### src/rtl/ssw_pkg.sv
// Shared types, codes and helper functions for the sync stall watchdog.
package ssw_pkg;

    typedef enum logic [2:0] {
        CFG_HDR_STALL_LIMIT = 3'd0,
        CFG_BLK_STALL_LIMIT = 3'd1,
        CFG_ESC_WINDOW_SECS = 3'd2,
        CFG_ESC_THRESHOLD   = 3'd3,
        CFG_PEER_FLOOR_MIN  = 3'd4,
        CFG_PEER_FLOOR_SECS = 3'd5,
        CFG_SYNC_GAP_BLOCKS = 3'd6,
        CFG_SYNC_GAP_SECS   = 3'd7
    } t_cfg_idx;

    localparam logic [2:0] ST_IDLE    = 3'd0;
    localparam logic [2:0] ST_FIND    = 3'd1;
    localparam logic [2:0] ST_HEADERS = 3'd2;
    localparam logic [2:0] ST_BLOCKS  = 3'd3;
    localparam logic [2:0] ST_CONNECT = 3'd4;
    localparam logic [2:0] ST_REORG   = 3'd5;
    localparam logic [2:0] ST_AT_TIP  = 3'd6;

    localparam logic [2:0] REC_NONE         = 3'd0;
    localparam logic [2:0] REC_HEADER_STALL = 3'd1;
    localparam logic [2:0] REC_BLOCK_STALL  = 3'd2;
    localparam logic [2:0] REC_STUCK        = 3'd3;
    localparam logic [2:0] REC_HEADER_LAG   = 3'd4;
    localparam logic [2:0] REC_ESCALATION   = 3'd5;
    localparam logic [2:0] REC_PEER_FLOOR   = 3'd6;
    localparam logic [2:0] REC_SYNC_VIOL    = 3'd7;

    localparam logic [2:0] ACT_NONE        = 3'd0;
    localparam logic [2:0] ACT_FIND_PEERS  = 3'd1;
    localparam logic [2:0] ACT_GO_HEADERS  = 3'd2;
    localparam logic [2:0] ACT_DEEP_RESET  = 3'd3;
    localparam logic [2:0] ACT_FULL_RESET  = 3'd4;
    localparam logic [2:0] ACT_DROP_UNHS   = 3'd5;
    localparam logic [2:0] ACT_REQUEUE     = 3'd6;

    localparam logic [31:0] LAG_MIN_SECS   = 32'd60;
    localparam logic [31:0] TIP_MIN_SECS   = 32'd120;
    localparam logic signed [33:0] LAG_BLOCKS = 34'sd500;
    localparam logic signed [33:0] TIP_BLOCKS = 34'sd144;

    typedef struct packed {
        logic [15:0] hdr_stall_limit;
        logic [15:0] blk_stall_limit;
        logic [15:0] esc_window_secs;
        logic [7:0]  esc_threshold;
        logic [7:0]  peer_floor_min;
        logic [15:0] peer_floor_secs;
        logic [15:0] sync_gap_blocks;
        logic [15:0] sync_gap_secs;
    } t_cfg;

    typedef struct packed {
        logic [31:0]        now;
        logic [2:0]         st;
        logic [31:0]        dur;
        logic [7:0]         healthy;
        logic signed [31:0] chain;
        logic signed [31:0] hdr;
        logic signed [31:0] pmax;
    } t_tick;

    typedef struct packed {
        logic [31:0]        floor_first;
        logic [31:0]        gap_first;
        logic signed [31:0] prev_hdr;
        logic signed [31:0] prev_chain;
        logic [1:0]         esc_level;
        logic [7:0]         l1_fail;
        logic [31:0]        l1_start;
        logic [7:0]         l2_fail;
        logic [31:0]        l2_start;
        logic [7:0]         streak;
        logic               flag;
    } t_state;

    typedef struct packed {
        logic [2:0] recovery;
        logic [2:0] action;
        logic [1:0] level_now;
        logic       stall_escalated;
    } t_result;

    function automatic logic signed [33:0] f_sx34(input logic signed [31:0] v);
        return {{2{v[31]}}, v};
    endfunction

    // signed elapsed time now - then, compared against an unsigned limit
    function automatic logic f_elapsed_gt(input logic [31:0] now, input logic [31:0] then_t,
                                          input logic [15:0] lim);
        logic signed [33:0] d;
        d = $signed({2'b00, now}) - $signed({2'b00, then_t});
        return d > $signed({18'b0, lim});
    endfunction

    function automatic logic [7:0] f_sat_inc(input logic [7:0] v);
        return (v == 8'hFF) ? v : v + 8'd1;
    endfunction

    function automatic logic [9:0] f_stuck_limit(input logic [2:0] st);
        logic [9:0] lim;
        case (st)
            ST_FIND:    lim = 10'd120;
            ST_HEADERS: lim = 10'd600;
            ST_BLOCKS:  lim = 10'd600;
            ST_CONNECT: lim = 10'd180;
            ST_REORG:   lim = 10'd60;
            default:    lim = 10'd300;
        endcase
        return lim;
    endfunction

    function automatic t_state f_note(input t_state s, input logic [31:0] now);
        t_state r;
        r = s;
        if (s.esc_level <= 2'd1) begin
            if (s.l1_start == '0) r.l1_start = now;
            r.l1_fail   = f_sat_inc(s.l1_fail);
            r.esc_level = 2'd1;
        end else if (s.esc_level == 2'd2) begin
            if (s.l2_start == '0) r.l2_start = now;
            r.l2_fail = f_sat_inc(s.l2_fail);
        end
        return r;
    endfunction

endpackage

### src/rtl/ssw_if.sv
// Channel interfaces: check tick input, result output and configuration write.
interface ssw_in_if;
    logic               valid;
    logic               ready;
    logic [31:0]        now_secs;
    logic [2:0]         sync_phase;
    logic [31:0]        state_secs;
    logic [7:0]         healthy_outbound;
    logic signed [31:0] chain_height;
    logic signed [31:0] header_height;
    logic signed [31:0] peer_max_height;
    logic [7:0]         peer_count;

    modport source (output valid, now_secs, sync_phase, state_secs, healthy_outbound,
                    chain_height, header_height, peer_max_height, peer_count,
                    input ready);
    modport sink (input valid, now_secs, sync_phase, state_secs, healthy_outbound,
                  chain_height, header_height, peer_max_height, peer_count,
                  output ready);
endinterface

interface ssw_out_if;
    logic       valid;
    logic       ready;
    logic [2:0] recovery;
    logic [2:0] action;
    logic [1:0] level_now;
    logic       stall_escalated;

    modport source (output valid, recovery, action, level_now, stall_escalated,
                    input ready);
    modport sink (input valid, recovery, action, level_now, stall_escalated,
                  output ready);
endinterface

interface ssw_cfg_if;
    logic        valid;
    logic        ready;
    logic [2:0]  index;
    logic [15:0] data;

    modport source (output valid, index, data, input ready);
    modport sink (input valid, index, data, output ready);
endinterface

### src/rtl/sync_stall_watchdog.sv
// Sync stall watchdog top level: input register, rule check, result register.
// Ticks wait in the input register until the result register is free; one tick per
// cycle moves on unless the output stalls. The watchdog state updates as a tick
// enters the result register, so consecutive ticks see each other's state changes.
// Reset: synchronous active low; clears the watchdog state, the channel valids and
// restores the configuration registers to their defaults.
module sync_stall_watchdog import ssw_pkg::*; (
    input  logic      i_clk,
    input  logic      i_rst_n,
    ssw_in_if.sink    i_in,
    ssw_out_if.source o_out,
    ssw_cfg_if.sink   i_cfg
);

    t_cfg    cfg;
    t_tick   r_in;
    logic    r_in_valid;
    t_state  r_state;
    t_state  n_state;
    t_result n_result;
    t_result r_out;
    logic    r_out_valid;
    logic    adv;

    ssw_cfg_regs u_cfg (
        .i_clk   (i_clk),
        .i_rst_n (i_rst_n),
        .i_cfg   (i_cfg),
        .o_cfg   (cfg)
    );

    ssw_check u_check (
        .i_cfg    (cfg),
        .i_tick   (r_in),
        .i_state  (r_state),
        .o_state  (n_state),
        .o_result (n_result)
    );

    assign adv        = r_in_valid && (!r_out_valid || o_out.ready);
    assign i_in.ready = !r_in_valid || adv;

    always_ff @(posedge i_clk) begin
        if (!i_rst_n) begin
            r_in_valid <= 1'b0;
        end else if (i_in.valid && i_in.ready) begin
            r_in_valid <= 1'b1;
        end else if (adv) begin
            r_in_valid <= 1'b0;
        end
    end

    always_ff @(posedge i_clk) begin
        if (i_in.valid && i_in.ready) begin
            r_in.now     <= i_in.now_secs;
            r_in.st      <= i_in.sync_phase;
            r_in.dur     <= i_in.state_secs;
            r_in.healthy <= i_in.healthy_outbound;
            r_in.chain   <= i_in.chain_height;
            r_in.hdr     <= i_in.header_height;
            r_in.pmax    <= i_in.peer_max_height;
        end
    end

    always_ff @(posedge i_clk) begin
        if (!i_rst_n) begin
            r_state.floor_first <= '0;
            r_state.gap_first   <= '0;
            r_state.prev_hdr    <= -32'sd1;
            r_state.prev_chain  <= -32'sd1;
            r_state.esc_level   <= '0;
            r_state.l1_fail     <= '0;
            r_state.l1_start    <= '0;
            r_state.l2_fail     <= '0;
            r_state.l2_start    <= '0;
            r_state.streak      <= '0;
            r_state.flag        <= 1'b0;
        end else if (adv) begin
            r_state <= n_state;
        end
    end

    always_ff @(posedge i_clk) begin
        if (!i_rst_n) begin
            r_out_valid <= 1'b0;
        end else if (adv) begin
            r_out_valid <= 1'b1;
        end else if (o_out.ready) begin
            r_out_valid <= 1'b0;
        end
    end

    always_ff @(posedge i_clk) begin
        if (adv) begin
            r_out <= n_result;
        end
    end

    assign o_out.valid           = r_out_valid;
    assign o_out.recovery        = r_out.recovery;
    assign o_out.action          = r_out.action;
    assign o_out.level_now       = r_out.level_now;
    assign o_out.stall_escalated = r_out.stall_escalated;

endmodule

### src/rtl/ssw_cfg_regs.sv
// Configuration register file with reset values.
module ssw_cfg_regs import ssw_pkg::*; (
    input  logic        i_clk,
    input  logic        i_rst_n,
    ssw_cfg_if.sink     i_cfg,
    output t_cfg        o_cfg
);

    t_cfg r_cfg;

    assign i_cfg.ready = 1'b1;
    assign o_cfg       = r_cfg;

    always_ff @(posedge i_clk) begin
        if (!i_rst_n) begin
            r_cfg.hdr_stall_limit <= 16'd300;
            r_cfg.blk_stall_limit <= 16'd300;
            r_cfg.esc_window_secs <= 16'd1800;
            r_cfg.esc_threshold   <= 8'd3;
            r_cfg.peer_floor_min  <= 8'd3;
            r_cfg.peer_floor_secs <= 16'd60;
            r_cfg.sync_gap_blocks <= 16'd100;
            r_cfg.sync_gap_secs   <= 16'd600;
        end else if (i_cfg.valid) begin
            case (t_cfg_idx'(i_cfg.index))
                CFG_HDR_STALL_LIMIT: r_cfg.hdr_stall_limit <= i_cfg.data;
                CFG_BLK_STALL_LIMIT: r_cfg.blk_stall_limit <= i_cfg.data;
                CFG_ESC_WINDOW_SECS: r_cfg.esc_window_secs <= i_cfg.data;
                CFG_ESC_THRESHOLD:   r_cfg.esc_threshold   <= i_cfg.data[7:0];
                CFG_PEER_FLOOR_MIN:  r_cfg.peer_floor_min  <= i_cfg.data[7:0];
                CFG_PEER_FLOOR_SECS: r_cfg.peer_floor_secs <= i_cfg.data;
                CFG_SYNC_GAP_BLOCKS: r_cfg.sync_gap_blocks <= i_cfg.data;
                CFG_SYNC_GAP_SECS:   r_cfg.sync_gap_secs   <= i_cfg.data;
                default: ;
            endcase
        end
    end

endmodule

### src/rtl/ssw_check.sv
// Rule evaluation for one check tick: next watchdog state and result.
module ssw_check import ssw_pkg::*; (
    input  t_cfg    i_cfg,
    input  t_tick   i_tick,
    input  t_state  i_state,
    output t_state  o_state,
    output t_result o_result
);

    t_state     s;
    logic       done;
    logic       lvl_found;
    logic [1:0] lvl;
    logic [2:0] rec;
    logic [2:0] act;
    logic       pmax_pos;
    logic       chain_ok;
    logic       hdr_ok;

    assign pmax_pos = !i_tick.pmax[31] && (i_tick.pmax != '0);
    assign chain_ok = !i_tick.chain[31];
    assign hdr_ok   = !i_tick.hdr[31];

    always_comb begin
        s         = i_state;
        done      = 1'b0;
        lvl_found = 1'b0;
        lvl       = 2'd1;
        rec       = REC_NONE;
        act       = ACT_NONE;

        // peer floor
        if (i_tick.healthy < i_cfg.peer_floor_min) begin
            if (s.floor_first == '0) s.floor_first = i_tick.now;
            if (f_elapsed_gt(i_tick.now, s.floor_first, i_cfg.peer_floor_secs)) begin
                s.floor_first = i_tick.now;
                s    = f_note(s, i_tick.now);
                act  = ACT_DROP_UNHS;
                rec  = REC_PEER_FLOOR;
                done = 1'b1;
            end
        end else begin
            s.floor_first = '0;
        end

        // sync gap violation
        if (!done) begin
            if (pmax_pos && chain_ok &&
                (f_sx34(i_tick.pmax) - f_sx34(i_tick.chain)) >
                $signed({18'b0, i_cfg.sync_gap_blocks})) begin
                if (s.gap_first == '0) s.gap_first = i_tick.now;
                if (f_elapsed_gt(i_tick.now, s.gap_first, i_cfg.sync_gap_secs)) begin
                    s.esc_level = 2'd2;
                    s.gap_first = i_tick.now;
                    s    = f_note(s, i_tick.now);
                    act  = ACT_DEEP_RESET;
                    rec  = REC_SYNC_VIOL;
                    done = 1'b1;
                end
            end else begin
                s.gap_first = '0;
            end
        end

        // escalation
        if (!done) begin
            lvl = (s.esc_level != 2'd0) ? s.esc_level : 2'd1;
            if (s.esc_level >= 2'd2) begin
                if (f_elapsed_gt(i_tick.now, s.l2_start, i_cfg.esc_window_secs)) begin
                    s.l2_fail  = '0;
                    s.l2_start = i_tick.now;
                end
                if (s.l2_fail >= i_cfg.esc_threshold) begin
                    lvl       = 2'd3;
                    lvl_found = 1'b1;
                end
            end
            if (!lvl_found && s.esc_level >= 2'd1) begin
                if (f_elapsed_gt(i_tick.now, s.l1_start, i_cfg.esc_window_secs)) begin
                    s.l1_fail  = '0;
                    s.l1_start = i_tick.now;
                end
                if (s.l1_fail >= i_cfg.esc_threshold) lvl = 2'd2;
            end
            if (lvl == 2'd3 && s.esc_level != 2'd3) begin
                s.esc_level = 2'd3;
                s.l2_fail   = '0;
                s.l2_start  = '0;
                s    = f_note(s, i_tick.now);
                act  = ACT_FULL_RESET;
                rec  = REC_ESCALATION;
                done = 1'b1;
            end else if (lvl >= 2'd2 && s.esc_level < 2'd2) begin
                s.esc_level = 2'd2;
                s    = f_note(s, i_tick.now);
                act  = ACT_DEEP_RESET;
                rec  = REC_ESCALATION;
                done = 1'b1;
            end
        end

        // header stall
        if (!done) begin
            if (i_tick.st == ST_HEADERS && i_tick.dur > {16'b0, i_cfg.hdr_stall_limit}) begin
                if (hdr_ok && i_tick.hdr <= s.prev_hdr) begin
                    s          = f_note(s, i_tick.now);
                    s.prev_hdr = -32'sd1;
                    s.streak   = f_sat_inc(s.streak);
                    if (s.streak >= 8'd2) s.flag = 1'b1;
                    act  = ACT_FIND_PEERS;
                    rec  = REC_HEADER_STALL;
                    done = 1'b1;
                end else begin
                    s.prev_hdr = i_tick.hdr;
                end
            end else if (i_tick.st != ST_HEADERS) begin
                s.prev_hdr = -32'sd1;
                s.streak   = '0;
                s.flag     = 1'b0;
            end
        end

        // header lag
        if (!done) begin
            if (i_tick.st == ST_BLOCKS && i_tick.dur > LAG_MIN_SECS && hdr_ok &&
                !i_tick.pmax[31] &&
                f_sx34(i_tick.hdr) < (f_sx34(i_tick.pmax) - LAG_BLOCKS)) begin
                s    = f_note(s, i_tick.now);
                act  = ACT_GO_HEADERS;
                rec  = REC_HEADER_LAG;
                done = 1'b1;
            end
        end

        // block stall
        if (!done) begin
            if (i_tick.st == ST_BLOCKS && i_tick.dur > {16'b0, i_cfg.blk_stall_limit}) begin
                if (chain_ok && i_tick.chain <= s.prev_chain) begin
                    s            = f_note(s, i_tick.now);
                    s.prev_chain = -32'sd1;
                    act  = ACT_REQUEUE;
                    rec  = REC_BLOCK_STALL;
                    done = 1'b1;
                end else begin
                    s.prev_chain = i_tick.chain;
                end
            end else if (i_tick.st != ST_BLOCKS) begin
                s.prev_chain = -32'sd1;
            end
        end

        // stale tip
        if (!done) begin
            if (i_tick.st == ST_AT_TIP && i_tick.dur > TIP_MIN_SECS && pmax_pos && chain_ok &&
                f_sx34(i_tick.pmax) > (f_sx34(i_tick.chain) + TIP_BLOCKS)) begin
                s    = f_note(s, i_tick.now);
                act  = ACT_GO_HEADERS;
                rec  = REC_STUCK;
                done = 1'b1;
            end
        end

        // per-state stuck timeout
        if (!done) begin
            if (i_tick.st != ST_AT_TIP &&
                i_tick.dur > {22'b0, f_stuck_limit(i_tick.st)}) begin
                s   = f_note(s, i_tick.now);
                act = ACT_GO_HEADERS;
                rec = REC_STUCK;
            end
        end
    end

    assign o_state                  = s;
    assign o_result.recovery        = rec;
    assign o_result.action          = act;
    assign o_result.level_now       = s.esc_level;
    assign o_result.stall_escalated = s.flag;

endmodule

### src/flat_wrapper.sv
// flat-port wrapper written by rule: the top's interface ports become plain ports
module sync_stall_watchdog_flat import ssw_pkg::*;
  (i_clk, i_rst_n, i_in_valid, i_in_now_secs, i_in_sync_phase, i_in_state_secs, i_in_healthy_outbound, i_in_chain_height, i_in_header_height, i_in_peer_max_height, i_in_peer_count, i_in_ready, o_out_valid, o_out_recovery, o_out_action, o_out_level_now, o_out_stall_escalated, o_out_ready, i_cfg_valid, i_cfg_index, i_cfg_data, i_cfg_ready);
  ssw_in_if i_in_i ();
  ssw_out_if o_out_i ();
  ssw_cfg_if i_cfg_i ();
  input  logic i_clk;
  input  logic i_rst_n;
  input wire logic [$bits(i_in_i.valid)-1:0] i_in_valid;
  input wire logic [$bits(i_in_i.now_secs)-1:0] i_in_now_secs;
  input wire logic [$bits(i_in_i.sync_phase)-1:0] i_in_sync_phase;
  input wire logic [$bits(i_in_i.state_secs)-1:0] i_in_state_secs;
  input wire logic [$bits(i_in_i.healthy_outbound)-1:0] i_in_healthy_outbound;
  input wire logic [$bits(i_in_i.chain_height)-1:0] i_in_chain_height;
  input wire logic [$bits(i_in_i.header_height)-1:0] i_in_header_height;
  input wire logic [$bits(i_in_i.peer_max_height)-1:0] i_in_peer_max_height;
  input wire logic [$bits(i_in_i.peer_count)-1:0] i_in_peer_count;
  output wire logic [$bits(i_in_i.ready)-1:0] i_in_ready;
  output wire logic [$bits(o_out_i.valid)-1:0] o_out_valid;
  output wire logic [$bits(o_out_i.recovery)-1:0] o_out_recovery;
  output wire logic [$bits(o_out_i.action)-1:0] o_out_action;
  output wire logic [$bits(o_out_i.level_now)-1:0] o_out_level_now;
  output wire logic [$bits(o_out_i.stall_escalated)-1:0] o_out_stall_escalated;
  input wire logic [$bits(o_out_i.ready)-1:0] o_out_ready;
  input wire logic [$bits(i_cfg_i.valid)-1:0] i_cfg_valid;
  input wire logic [$bits(i_cfg_i.index)-1:0] i_cfg_index;
  input wire logic [$bits(i_cfg_i.data)-1:0] i_cfg_data;
  output wire logic [$bits(i_cfg_i.ready)-1:0] i_cfg_ready;
  assign i_in_i.valid = i_in_valid;
  assign i_in_i.now_secs = i_in_now_secs;
  assign i_in_i.sync_phase = i_in_sync_phase;
  assign i_in_i.state_secs = i_in_state_secs;
  assign i_in_i.healthy_outbound = i_in_healthy_outbound;
  assign i_in_i.chain_height = i_in_chain_height;
  assign i_in_i.header_height = i_in_header_height;
  assign i_in_i.peer_max_height = i_in_peer_max_height;
  assign i_in_i.peer_count = i_in_peer_count;
  assign i_in_ready = i_in_i.ready;
  assign o_out_valid = o_out_i.valid;
  assign o_out_recovery = o_out_i.recovery;
  assign o_out_action = o_out_i.action;
  assign o_out_level_now = o_out_i.level_now;
  assign o_out_stall_escalated = o_out_i.stall_escalated;
  assign o_out_i.ready = o_out_ready;
  assign i_cfg_i.valid = i_cfg_valid;
  assign i_cfg_i.index = i_cfg_index;
  assign i_cfg_i.data = i_cfg_data;
  assign i_cfg_ready = i_cfg_i.ready;
  sync_stall_watchdog u_core (.i_clk(i_clk), .i_rst_n(i_rst_n), .i_in(i_in_i), .o_out(o_out_i), .i_cfg(i_cfg_i));
endmodule
### config.mk
export PLATFORM = sky130hd
export DESIGN_NAME = sync_stall_watchdog_flat
export DESIGN_NICKNAME = d
export VERILOG_FILES = /design/src/rtl/ssw_pkg.sv /design/src/rtl/ssw_if.sv /design/src/rtl/sync_stall_watchdog.sv /design/src/rtl/ssw_cfg_regs.sv /design/src/rtl/ssw_check.sv /design/src/flat_wrapper.sv
export SDC_FILE = /design/constraint.sdc
export NUM_CORES = 2
export LEC_CHECK = 0
export BUFFER_PORTS_ARGS = -buffer_cell sky130_fd_sc_hd__buf_2
export CORE_ASPECT_RATIO = 1.4
export CORE_MARGIN = 5
export CORE_UTILIZATION = 66
export DETAILED_ROUTE_END_ITERATION = 16
export PLACE_DENSITY_LB_ADDON = 0.1
export SKIP_CTS_REPAIR_TIMING = 1
export SYNTH_ARGS = -nofsm -noshare
export SYNTH_HDL_FRONTEND = slang
export SYNTH_SLANG_ARGS = --single-unit
### constraint.sdc
create_clock -name i_clk -period 34.2 [get_ports i_clk]
set_clock_uncertainty 0.05 [all_clocks]
set_input_delay 6.84 -clock i_clk [delete_from_list [all_inputs] [get_ports i_clk]]
set_output_delay 6.84 -clock i_clk [all_outputs]
set_load 0.03 [all_outputs]
==> impl_metrics.json <==
{
  "outcome": "finished, final reports clean",
  "htreeDepth": 2,
  "synth-seq-cells": 513,
  "first_iter_violations": 5039,
  "die_height_um": 318,
  "grt_start_max_net_pins": 118,
  "yosys_warnings": 0,
  "dp_hpwl_um": 128000,
  "p_leak_uw": 0.0194,
  "synth_cells": 5761,
  "io_buffers": 205,
  "dieArea_mm2": 0.0732,
  "clkTransAtPathRegs_ns": 0.07,
  "utilization_pct": 71.3,
  "dp.cells": 6637,
  "worstSkewPairLatency_ns": 0.64,
  "yosys.area_share.adder_pct": 12.6,
  "cts_buffers": 49,
  "slowest_delay_ns": 0.90,
  "regArea_mm2": 0.0121,
  "cp_slowest_cell": "o21ai_0",
  "critPathRequiredTime_ns": 34.63,
  "area_growth_pct": 7.74,
  "drv_cap": 0,
  "layout_common_cells": "706 x nand2_1, 500 x a21oi_1, 443 x ha_1",
  "gr-usage-all-layers_pct": 45.3,
  "reg2reg_setup_slack_ns": 10.15,
  "multi_input_area_mm2": 0.0304,
  "synthMuxAreaShare_pct": 2.07,
  "startpoint_type": "flip-flop",
  "synth_nets": 6412,
  "finalHoldViolations": 0,
  "cts_buffer_depth": 3,
  "synth_top_family_by_area": "compound AO/OA/AOI/OAI gates",
  "drive_gt1_share_pct": 8.90,
  "fill_cells": 5292,
  "max_freq_mhz": 41.6,
  "wirelength_um": 174000,
  "finalInstanceArea_mm2": 0.0482,
  "post-route-drc-count": 0,
  "max-vdd-ir-drop_v": 0.0000815,
  "rsz0062_at_grt": "false",
  "fp.dieW_um": 230,
  "slew_headroom_pct": 18.5,
  "power_uw": 2350,
  "yosys.area_share.xor_xnor_pct": 3.74,
  "row_count": 113,
  "crit_path_end_kind": "flip-flop",
  "cellPowerDensity_mw_per_mm2": 48.8,
  "report.final.slew_viol_count": 0,
  "async_flop_share_pct": 0,
  "grt-ovfl-total": 0,
  "ios": 215,
  "instances_no_fill": 6728,
  "wl_per_cell_um": 25.8,
  "placed_area_mm2": 0.0465,
  "synth_compound_area_share_pct": 26.3,
  "yosysSeqAreaShare_pct": 27.0,
  "critPathArrivalTime_ns": 24.48,
  "crit_family": "simple AND/OR/NAND/NOR gates",
  "fin_tns_setup_ns": 0,
  "path_buf_inv": 5,
  "initial_utilization_pct": 66.2,
  "vias": 47600,
  "worst-path-stages": 86,
  "syn_area_mm2": 0.0447,
  "cts_sinks": 513,
  "cp-startpoint": "u_core.r_state[216]",
  "hold_class": "reg -> reg",
  "firstDrtPassIters": 7,
  "coreArea_mm2": 0.0676,
  "grt_pass1_vias": 46200,
  "fin_nets": 6477,
  "avgSynthCellArea_um2": 7.77,
  "finalCriticalPeriod_ns": 24.05,
  "grt_pass1_wl_um": 262000,
  "cp_common_cell": "a21oi_1",
  "regToRegEndpoint": "u_core.r_state[42]",
  "synth-simple-area-share_pct": 23.1,
  "finalSetupViolations": 0,
  "synth-main-ff-cell": "dfxtp_1",
  "antenna_found_initial": 1,
  "rr_worst_depth": 86,
  "timing.rr.start": "u_core.r_state[216]",
  "cts_tree": "done",
  "ant_nets": 0,
  "tightestPinTransition_ns": 1.22,
  "final_common_cell": "nand2_1",
  "gp_congestion": 1.05,
  "min_period_over_period_pct": 70.3,
  "synth_edf_count": 180,
  "clockRootBuffer": "clkbuf_16",
  "synth_cell_types": 114,
  "crit_fanout": 25,
  "vias_per_cell": 7.07,
  "worstSetupPathType": "reg -> reg",
  "endpoint": "u_core.r_state[42]",
  "diodes": 0
}
==> power breakdown <==
group          leakage, uW  switching [uW]  total (uW)  internal, uW
sequential         0.00446            28.8         689           660
clock             0.000823             271         599           329
combinational       0.0142             681        1060           380
==> worst min path at each step <==
stage | start | end | slack (ns) | cells after the start
after CTS | u_core.u_cfg.o_cfg[30] | u_core.u_cfg.o_cfg[30] | 0.42 | 2
final | u_core.u_cfg.o_cfg[42] | u_core.u_cfg.o_cfg[42] | 0.42 | 2
after global placement | u_core.r_state[37] | u_core.r_state[37] | 0.40 | 2
after global routing | u_core.u_cfg.o_cfg[79] | u_core.u_cfg.o_cfg[79] | 0.43 | 2
after floorplan | u_core.r_state[37] | u_core.r_state[37] | 0.39 | 2
after detailed placement | u_core.r_state[37] | u_core.r_state[37] | 0.41 | 2
==> state kept, by name (all words and copies together) (netlist names), 2 cells and up <==
signal,flops
u_core.o_out.action,3
u_core.r_state,219
u_core.r_in,171
u_core.u_cfg.o_cfg,112
u_core.o_out.recovery,3
u_core.o_out.level_now,2
==> worst min-delay path, cell delays in order, from the launching register on <==
cell and delay [ns]:
dfxtp_1 0.31, nand2_1 0.05, a21boi_0 0.06
==> Yosys cell counts (42+ instances only) <==
cell	n	area [um^2]
a211oi_1	48	360
a21boi_0	138	1040
a21o_1	131	983
a21oi_1	501	2510
a31oi_1	72	450
and2_1	42	263
and3_1	48	300
clkbuf_1	253	950
dfxtp_1	333	6670
edfxtp_1	180	5410
ha_1	443	5540
inv_1	322	1210
mux2i_1	46	460
nand2_1	706	2650
nand2b_1	79	494
nand3_1	179	896
nand4_1	124	776
nor2_1	412	1550
nor2b_1	110	688
nor3_1	129	646
nor4_1	88	551
o211ai_1	95	713
o21a_1	60	450
o21ai_0	339	1700
o22ai_1	53	332
xnor2_1	140	1230
xor2_1	51	447
==> per-stage QoR <==
stage,setup slack (ns),hold WS [ns]
6_report,10.15,0.417
5_1_grt,9.05,0.434
4_1_cts,10.96,0.419
3_5_place_dp,11.09,0.406
3_3_place_gp,11.34,0.399
2_1_floorplan,14.72,0.390
==> per-layer routing <==
layer / global-route usage (%) / up-vias / wire length [um]
li1: - / 21300 / -
met1: 47.8 / 22000 / 57100
met2: 74.2 / 3061 / 78700
met3: 9.46 / 1115 / 16600
met4: 43.5 / 0 / 21400
met5: 0 / - / 0
==> layout make-up <==
class | instances | area share (%)
Tap cell | 862 | 2.24
Clock inverter | 36 | 0.846
Multi-Input combinational cell | 4646 | 63.2
Clock buffer | 55 | 2.68
Inverter | 322 | 2.51
Sequential cell | 513 | 25.0
Timing Repair Buffer | 294 | 3.53
==> cells by family (layout without fill, tap and decap cells) <==
group / count (synthesis) / after routing
AO/OA/AOI/OAI: 1809 / 1809
flip-flops: 513 / 513
AND/OR/NAND/NOR: 2110 / 2110
buffers and inverters: 602 / 707
XOR/XNOR: 191 / 191
other: 1 / 1
multiplexers: 87 / 87
adder cells (fa/ha/maj): 448 / 448
Note: power is estimated with default switching activity, not from simulation.
